==> config.mk <==
export PLATFORM = sky130hd
export DESIGN_NAME = dftps_front
export DESIGN_NICKNAME = d
export VERILOG_FILES = /design/src/hdl/dftps_pkg.sv /design/src/hdl/dftps_front.sv
export SDC_FILE = /design/constraint.sdc
export NUM_CORES = 1
export LEC_CHECK = 0
export BUFFER_PORTS_ARGS = -buffer_cell sky130_fd_sc_hd__buf_2
export CORE_MARGIN = 5
export CORE_UTILIZATION = 58
export CTS_BUF_LIST = sky130_fd_sc_hd__clkbuf_2 sky130_fd_sc_hd__clkbuf_4 sky130_fd_sc_hd__clkbuf_8
export CTS_CLUSTER_SIZE = 12
export DETAILED_ROUTE_END_ITERATION = 16
export PLACE_DENSITY = 0.88
export SYNTH_ARGS = -nofsm -noshare
export SYNTH_HDL_FRONTEND = slang
export SYNTH_SLANG_ARGS = --single-unit
==> constraint.sdc <==
create_clock -name clk -period 11.8 [get_ports clk]
set_input_delay 0.59 -clock clk [delete_from_list [all_inputs] [get_ports clk]]
set_output_delay 0.59 -clock clk [all_outputs]
set_load 0.02 [all_outputs]
==> src/hdl/dftps_pkg.sv <==
// Shared types and constants for the direct Fourier power-sum block.
// No dependencies; used by dftps_front, dftps_back and the top level.
`default_nettype none
package dftps_pkg;

    // Request codes
    localparam logic REQ_LOAD  = 1'b0;
    localparam logic REQ_QUERY = 1'b1;

    // Configuration register indexes
    localparam logic [7:0] CFG_NUM_POINTS = 8'd0;
    localparam logic [7:0] CFG_NORM_RECIP = 8'd1;

    localparam logic [31:0] NORM_RECIP_RESET = 32'd206807;
    localparam logic [33:0] CORDIC_GAIN_Q30  = 34'd652032874;
    localparam logic [63:0] MAG_CAP          = 64'h7FFF_FFFF;
    localparam logic [35:0] POWER_MAX        = 36'hF_FFFF_FFFF;

    // One queued request as taken from the command port
    typedef struct packed {
        logic        req_type;
        logic [11:0] point_index;
        logic [19:0] coord_x;
        logic [19:0] coord_y;
        logic [19:0] coord_z;
        logic        point_accepted;
        logic [23:0] wave_x;
        logic [23:0] wave_y;
        logic [23:0] wave_z;
    } cmd_t;

    // Queue head as seen by the back end
    typedef struct packed {
        logic valid;
        cmd_t cmd;
    } head_t;

    // Arctangent of 2^-i in units of 2^-32 turn, rounded
    function automatic logic [31:0] atan_turn(input int i);
        logic [31:0] r;
        case (i)
            0:       r = 32'd536870912;
            1:       r = 32'd316933406;
            2:       r = 32'd167458907;
            3:       r = 32'd85004756;
            4:       r = 32'd42667331;
            5:       r = 32'd21354465;
            6:       r = 32'd10679843;
            7:       r = 32'd5340245;
            8:       r = 32'd2670163;
            9:       r = 32'd1335087;
            10:      r = 32'd667544;
            11:      r = 32'd333772;
            12:      r = 32'd166886;
            13:      r = 32'd83443;
            14:      r = 32'd41722;
            15:      r = 32'd20861;
            16:      r = 32'd10430;
            17:      r = 32'd5215;
            18:      r = 32'd2608;
            19:      r = 32'd1304;
            20:      r = 32'd652;
            21:      r = 32'd326;
            22:      r = 32'd163;
            23:      r = 32'd81;
            default: r = 32'd0;
        endcase
        return r;
    endfunction

endpackage
`default_nettype wire

==> src/hdl/dftps_front.sv <==
// Front end: takes requests from the command port into a two-entry queue.
// Depends on dftps_pkg.
`default_nettype none
module dftps_front (
    input  wire logic            clk,
    input  wire logic            rst_n,
    input  wire logic            push,
    input  wire dftps_pkg::cmd_t push_cmd,
    input  wire logic            pop,
    output dftps_pkg::head_t     head,
    output logic                 full
);

    dftps_pkg::cmd_t slot_reg [0:1];
    logic       wr_ptr_reg, rd_ptr_reg;
    logic [1:0] count_reg;

    // Store payload at the write pointer
    always_ff @(posedge clk)
    begin
        if (push)
        begin
            slot_reg[wr_ptr_reg] <= push_cmd;
        end
    end

    // Advance pointers and occupancy
    always_ff @(posedge clk or negedge rst_n)
    begin
        if (!rst_n)
        begin
            wr_ptr_reg <= 1'b0;
            rd_ptr_reg <= 1'b0;
            count_reg  <= 2'd0;
        end
        else
        begin
            if (push)
            begin
                wr_ptr_reg <= ~wr_ptr_reg;
            end
            if (pop)
            begin
                rd_ptr_reg <= ~rd_ptr_reg;
            end
            count_reg <= count_reg + 2'(push) - 2'(pop);
        end
    end

    assign head.valid = (count_reg != 2'd0);
    assign head.cmd   = slot_reg[rd_ptr_reg];
    assign full       = (count_reg == 2'd2);

endmodule
`default_nettype wire

==> Implementation_results.wiki, run 1 <==
{| class="wikitable"
! Metric !! Value
|-
| Core Footprint || 18100 um2
|-
| Class of the tightest hold or removal check || in2reg
|-
| Worst slack at placement || 8.61 ns
|-
| Endpoint of the worst-slack reg-to-reg timing path || slot_reg[0][81]
|-
| Synth Register Bits || 296
|-
| Core Rows || 49
|-
| Post-Route WL || 21600 um
|-
| Post-layout utilization of the core || 73.2%
|-
| Most common cell in the synthesized netlist || edfxtp_1
|-
| Number of cells traversed by the worst register-to-register path || 3
|-
| Synth top cells by count || edfxtp_1, mux2_2, buf_6
|-
| Top cells by area, synth || edfxtp_1, mux2_2, buf_6
|-
| Critical Path AT || 3.15 ns
|-
| Dominant register cell in the synthesized netlist || edfxtp_1
|-
| Part of the power in the clock network || 23.4%
|-
| R2r setup slk || 9.13 ns
|-
| Average wire per standard cell || 20.3 um
|-
| Synth Area per Inst || 23.0 um2
|-
| Part of the cycle the worst path needs || 31.7%
|-
| Maximum frequency from static timing analysis || 267 MHz
|-
| Power density over the cells || 247 nW/um2
|-
| Total standard cell area after synthesis || 10800 um2
|-
| Startpoint of the worst hold path || push_cmd[14]
|-
| Status || complete, no violations
|-
| Cell chain of the critical path || buf_4, mux2_2, buf_2
|-
| Number of flip-flops under the largest register name || 292
|-
| Drt via density || 5.23
|-
| Gates resized, CTS repair || 0
|-
| Max_slew headroom || 22.9%
|-
| Worst skew pair latency || 0.53 ns
|-
| Kind of start point of the critical path || flip-flop
|-
| Via Count || 5576
|-
| Global-route wire length before repair || 32700 um
|-
| Number of distinct library cells after synthesis || 12
|-
| Worst setup slack after layout || 8.06 ns
|-
| Pleak || 5.05 nW
|-
| Total congestion overflow after global routing || 0
|-
| Number of antenna violations at the first check in global routing || 3
|-
| Tmin final || 3.74 ns
|-
| Synth Instances || 469
|-
| Post-synth top area cell || edfxtp_1
|-
| Effective utilization at floorplan || 59.4%
|-
| Critical path origin || rd_ptr_reg
|-
| First-iteration detailed-routing DRC count || 258
|-
| Clock-pin slew of the registers on the worst-case setup and hold paths || 0.06 ns
|-
| Die width || 146 um
|-
| Final-report hold violation count || 0
|-
| Sequential cell fraction of total power || 45.2%
|-
| Switching pwr || 0.00107 W
|-
| Number of buffers inserted during clock tree synthesis || 45
|-
| Slowest cell delay on critical path || 0.97 ns
|-
| Synthesis Warnings || 0
|-
| Post-layout net count || 954
|-
| Share of total power consumed by net switching || 32.6%
|-
| Detailed Place HPWL || 14300 um
|-
| Overall die area || 21400 um2
|-
| Die outline height || 146 um
|-
| Vias in the first global route || 6225
|-
| Global-route total usage across every layer || 19.6%
|-
| Highest net fanout along the worst path || 87
|-
| Root buffer cell || clkbuf_8
|-
| Endpoint of the worst hold-timing path || slot_reg[0][14]
|-
| Wire length on met2 || 11200 um
|-
| Tightest Pin Transition || 1.16 ns
|-
| Number of enable flip-flop cells after synthesis || 292
|-
| DRC viols || 0
|-
| Standard cell with the maximum stage delay on the critical path || buf_4
|-
| Maximum ir drop on the vdd rail || 187 uV
|-
| Reg2Reg Launch Point || wr_ptr_reg
|-
| Unrepaired setup endpoints after global routing || no
|-
| Crit Path Class || reg2out
|-
| Total length of routed met3 wires || 1710 um
|-
| H-tree levels || 2
|-
| Pin count of the biggest net entering global routing || 88
|-
| Number of cells traversed by the worst hold path || 1
|-
| Share of synthesized flip-flops with an asynchronous set or reset || 1.35%
|-
| Number of pins exceeding their max-slew limit in the final report || 0
|-
| Drt first pass iters || 4
|-
| Net count after synthesis || 621
|-
| Post-route ant nets || 0
|-
| Final setup viols || 0
|-
| Clock tree from TritonCTS || built
|-
| Post-synthesis to final-layout area growth || 23.1%
|-
| Top sig layer || met5
|-
| Setup TNS after final layout || 0 ns
|-
| Clock Skew || 0.0110 ns
|-
| Final Wtd Congestion || 0.751
|-
| Cell internal pwr || 0.00221 W
|-
| Number of sinks driven by the clock tree || 296
|-
| CTS max path bufs || 3
|-
| Number of top-level pins || 298
|-
| Layout cell share with drive strength beyond 1 || 61.5%
|-
| Max Cap Viol || 0
|-
| Post-CTS setup buffers || 0
|-
| Crit end category || output port
|-
| Critical path required time || 11.21 ns
|-
| Yosys top cell area share || 81.3%
|-
| DRT met1 WL || 8020 um
|-
| Gate power share || 31.4%
|-
| Antenna cell count || 0
|-
| Hold_buf cts || 1
|-
| Count of buffers from port buffering || 297
|-
| Register area share after synthesis || 82.2%
|-
| Total Power || 0.00328 W
|}
## critical path: cells and delay by family, from the launching register on
kind	cells	cell delay, ns
flops	1	0.94
buf+inv	2	1.14
mux	1	0.45
## through the flow
stage / cell area (um2) / cells / hold WS, ns
2_1_floorplan: 10800 / 469 / 0.294
3_3_place_gp: 12400 / 983 / 0.402
3_5_place_dp: 12400 / 983 / 0.404
4_1_cts: 13300 / 1067 / 0.201
5_1_grt: 13300 / 1067 / 0.205
6_report: 13300 / 1067 / 0.244
## logic make-up (layout without fill, tap and decap cells)
group | Yosys count | after routing | synth area share (%)
xor+xnor | 3 | 3 | 0.383
fa+ha+maj | 2 | 2 | 0.232
buf+inv | 18 | 387 | 1.68
flops | 296 | 296 | 82.2
mux | 146 | 146 | 15.2
simple gates | 4 | 4 | 0.232
## placed cells by master (no fill, tap or decap), drive strengths merged
cell type	instances
buf	301
clkinv	22
xor3	1
nor2b	2
inv	2
or2	1
and2	1
clkbuf	59
dlygate4sd3	1
ha	2
clkinvlp	2
edfxtp	292
mux2	146
dfrtp	4
xor2	2
## how the worst max path moves through the flow
stage                     end  slack (ns)  depth (start not counted)
3_5_place_dp        head[113]        8.61                          3
3_3_place_gp        head[113]        8.66                          3
6_report            head[115]        8.06                          3
4_1_cts              head[61]        8.02                          3
2_1_floorplan  slot_reg[0][0]        4.22                          1
5_1_grt             head[115]        7.90                          3
## area by class of cell
| type | count | area [um2] |
|---|---|---|
| clock buffer | 59 | 737 |
| timing repair buffer | 302 | 1530 |
| inverter | 2 | 7.51 |
| tap | 229 | 287 |
| clock inverter | 24 | 101 |
| sequential | 296 | 8870 |
| multi-input combinational | 155 | 1750 |
| fill | 1063 | 4870 |
## power groups by stage
stage,clock (W),combinational (W),sequential [W]
final,0.000768,0.00103,0.00148
after global routing,0.000844,0.00109,0.00150
after CTS,0.000791,0.00104,0.00149
after floorplan,0,0.000781,0.00149
after global placement,0,0.00102,0.00149
after detailed placement,0,0.00104,0.00151
## routing by layer
layer	vias up	GRT usage, %
li1	2545	-
met1	2721	22.7
met2	251	34.0
met3	53	6.26
met4	6	8.14
met5	-	0
Note: power is estimated with default switching activity, not from simulation.
==> run 2: changes to the inputs <==
Settings changed: ABC_AREA set to 1, CORE_UTILIZATION 58 to 54, PLACE_DENSITY 0.88 to 0.83.
Clock period 11.8 ns to 3.5 ns, I/O delays scaled along.
==> Implementation_results.wiki, run 2 <==
{| class="wikitable"
! Metric !! Value
|-
| Status || complete, no violations
|-
| Final hold slack || 0.364 ns (+0.119 ns)
|-
| Number of top-level pins || 298 (unchanged)
|-
| Net count after synthesis || 939 (+51%)
|-
| Number of buffers inserted during clock tree synthesis || 46 (+2.2%)
|-
| Most common cell in the synthesized netlist || edfxtp_1
|-
| Global-route wire length before repair || 43000 um (+31%)
|-
| Register area || 8870 um2 (unchanged)
|-
| Highest net fanout along the worst path || 96 (+10%)
|-
| Area of placed instances || 12800 um2 (+2.6%)
|-
| Kind of start point of the critical path || flip-flop
|-
| Max_slew headroom || 35.1% (+12 points)
|-
| Final setup viols || 0 (unchanged)
|-
| Via Count || 7735 (+39%)
|-
| Effective utilization at floorplan || 54.7% (-4.8 points)
|-
| Core Rows || 52 (+6.1%)
|-
| Setup TNS after final layout || 0 ns (unchanged)
|-
| Die width || 153 um (+4.3%)
|-
| Number of pins exceeding their max-slew limit in the final report || 0 (unchanged)
|-
| CTS max path bufs || 3 (unchanged)
|-
| Total standard cell area after synthesis || 11000 um2 (+1.9%)
|-
| Post-route cell area || 15100 um2 (+14%)
|-
| Worst setup slack after layout || 0.919 ns (-7.14 ns)
|-
| Root buffer cell || clkbuf_8
|-
| First-iteration detailed-routing DRC count || 478 (+85%)
|-
| Max Cap Viol || 0 (unchanged)
|-
| Clock-pin slew of the registers on the worst-case setup and hold paths || 0.07 ns (about the same)
|-
| Count of buffers from port buffering || 297 (unchanged)
|-
| Synth top cells by count || edfxtp_1, inv_1, nand2_1
|-
| Dominant register cell in the synthesized netlist || edfxtp_1
|-
| Overall die area || 23300 um2 (+8.8%)
|-
| Worst skew pair latency || 0.53 ns (about the same)
|-
| Synth Instances || 787 (+68%)
|-
| Pleak || 6.50 nW (+29%)
|-
| Number of antenna violations at the first check in global routing || 2 (-1)
|-
| Post-synth top area cell || edfxtp_1
|-
| Top cells by area, synth || edfxtp_1, o21ai_0, inv_1
|-
| Cell chain of the critical path || buf_4, nand2_1, o21ai_0, buf_2
|-
| Average wire per standard cell || 17.7 um (-13%)
|-
| DRC viols || 0 (unchanged)
|-
| Total congestion overflow after global routing || 0 (unchanged)
|-
| Synth Register Bits || 296 (unchanged)
|-
| Critical path required time || 3.32 ns (-7.89 ns)
|-
| Synthesis Warnings || 0 (unchanged)
|-
| Tightest Pin Transition || 0.973 ns (-0.183 ns)
|-
| Part of the cycle the worst path needs || 73.8%
|-
| CP Buf/Inv Count || 2 (unchanged)
|-
| Post-synthesis to final-layout area growth || 37.7%
|-
| Top library cells by usage in the layout, fill and taps aside || buf_2, edfxtp_1, nand2_1
|-
| Final-report hold violation count || 0 (unchanged)
|-
| Synth Area per Inst || 14.0 um2 (-39%)
|-
| Final Wtd Congestion || 0.809 (+7.8%)
|-
| Crit end category || output port
|-
| Clock Skew || 0.0157 ns (+0.00475 ns)
|-
| Clock tree from TritonCTS || built
|-
| Unrepaired setup endpoints after global routing || no
|-
| Detailed Place HPWL || 15100 um (+5.6%)
|-
| Most common cell after layout, fill and taps aside || buf_2
|-
| Register area share after synthesis || 80.7% (-1.5 points)
|-
| Slowest cell delay on critical path || 1.01 ns (+0.04 ns)
|-
| Share of synthesized flip-flops with an asynchronous set or reset || 1.35% (unchanged)
|-
| Fill cell instance count of the final layout || 1136 (+6.9%)
|-
| Post-route ant nets || 0 (unchanged)
|-
| Area of combinational cells with multiple inputs || 1370 um2 (-22%)
|-
| Number of sinks driven by the clock tree || 296 (unchanged)
|-
| H-tree levels || 2 (unchanged)
|-
| Tmin final || 2.58 ns
|-
| Drt via density || 4.95 (-5.2%)
|-
| Power density over the cells || 779 nW/um2 (+210%)
|-
| Maximum frequency from static timing analysis || 387 MHz
|-
| Global-route total usage across every layer || 23.2% (+3.6 points)
|-
| Number of enable flip-flop cells after synthesis || 292 (unchanged)
|-
| Top delay family on crit path || flip-flops
|-
| Pin count of the biggest net entering global routing || 138 (+57%)
|-
| Number of distinct library cells after synthesis || 12 (unchanged)
|-
| Standard cell with the maximum stage delay on the critical path || dfrtp_4
|-
| Post-layout net count || 1410 (+48%)
|-
| Vias in the first global route || 8352 (+34%)
|-
| Critical Path AT || 2.41 ns (-0.74 ns)
|-
| Yosys top cell area share || 79.8% (-1.5 points)
|-
| Post-Route WL || 27700 um (+28%)
|-
| Class of the tightest hold or removal check || in2reg
|-
| Number of flip-flops under the largest register name || 292 (unchanged)
|-
| Core Footprint || 20100 um2 (+11%)
|-
| Total Power || 0.0118 W (+260%)
|-
| Layout cell share with drive strength beyond 1 || 29.2% (-32 points)
|-
| Die outline height || 153 um (+4.3%)
|-
| Crit Path Class || reg2out
|-
| Drt first pass iters || 7 (+3)
|-
| Worst slack at placement || 1.54 ns (-7.06 ns)
|-
| Maximum ir drop on the vdd rail || 822 uV (+340%)
|}
run 2: logic make-up (layout without fill, tap and decap cells):
kind of cell             after synthesis  after routing  share of synthesized area, %
AND/OR/NAND/NOR                      156            156                          5.34
XOR/XNOR                               2              2                         0.159
buffers and inverters                185            688                          6.91
flip-flops                           296            296                          80.7
other                                  0              2                             0
AO/OA/AOI/OAI                        146            146                          6.65
adder cells (fa/ha/maj)                2              2                         0.228
run 2: path summary, 6_finish.rpt:
path                              endpoint  depth (start not counted)         start  slack (ns)
setup reg to reg           slot_reg[0][55]                          2    wr_ptr_reg        1.63
min in group asynchronous       wr_ptr_reg                          3         rst_n        0.59
hold reg to reg                 wr_ptr_reg                          1    wr_ptr_reg        0.58
hold / removal             slot_reg[0][54]                          2  push_cmd[54]        0.36
max in group asynchronous       rd_ptr_reg                          3         rst_n        2.69
setup / recovery                  head[62]                          4    rd_ptr_reg        0.92
run 2: metal layers:
| layer | GRT usage [%] | wire [um] | share of wire (%) |
|---|---|---|---|
| met1 | 24.1 | 9480 | 34 |
| met2 | 43.1 | 14900 | 54 |
| met3 | 5.99 | 1860 | 6.7 |
| met4 | 11.7 | 1400 | 5.1 |
| met5 | 0 | 0 | 0 |
run 2: area by class of cell:
cell class / count / share of cell area, %
antenna: 2 / 0.0331
clock buffer: 63 / 5.11
clock inverter: 17 / 0.653
inverter: 153 / 3.82
multi-input combinational: 306 / 9.04
sequential: 296 / 58.6
tap: 270 / 2.23
timing repair buffer: 455 / 20.5
run 2: repair_timing:
item / 4_1_cts / 5_1_grt
hold endpoints to repair: 299 / 0
resized for setup: 0 / 0
setup buffers: 0 / 0
hold buffers: 150 / 0
run 2: where the power goes:
| part | switching, W | internal (W) | total, W |
|---|---|---|---|
| registers | 0.000335 | 0.00471 | 0.00505 |
| logic | 0.00279 | 0.00118 | 0.00396 |
| clock network | 0.00127 | 0.00150 | 0.00277 |
run 2: through the flow:
step | util, % | std cells
floorplan | - | 787
global placement | 63.4 | 1330
detailed placement | 63.4 | 1330
CTS | 75.2 | 1560
global route | 75.3 | 1562
finish | 75.3 | 1562
run 2: worst reg2reg max path: stages (launching register included):
cell and delay [ns]:
dfrtp_1 0.44, nor2_4 0.33, buf_12 0.60
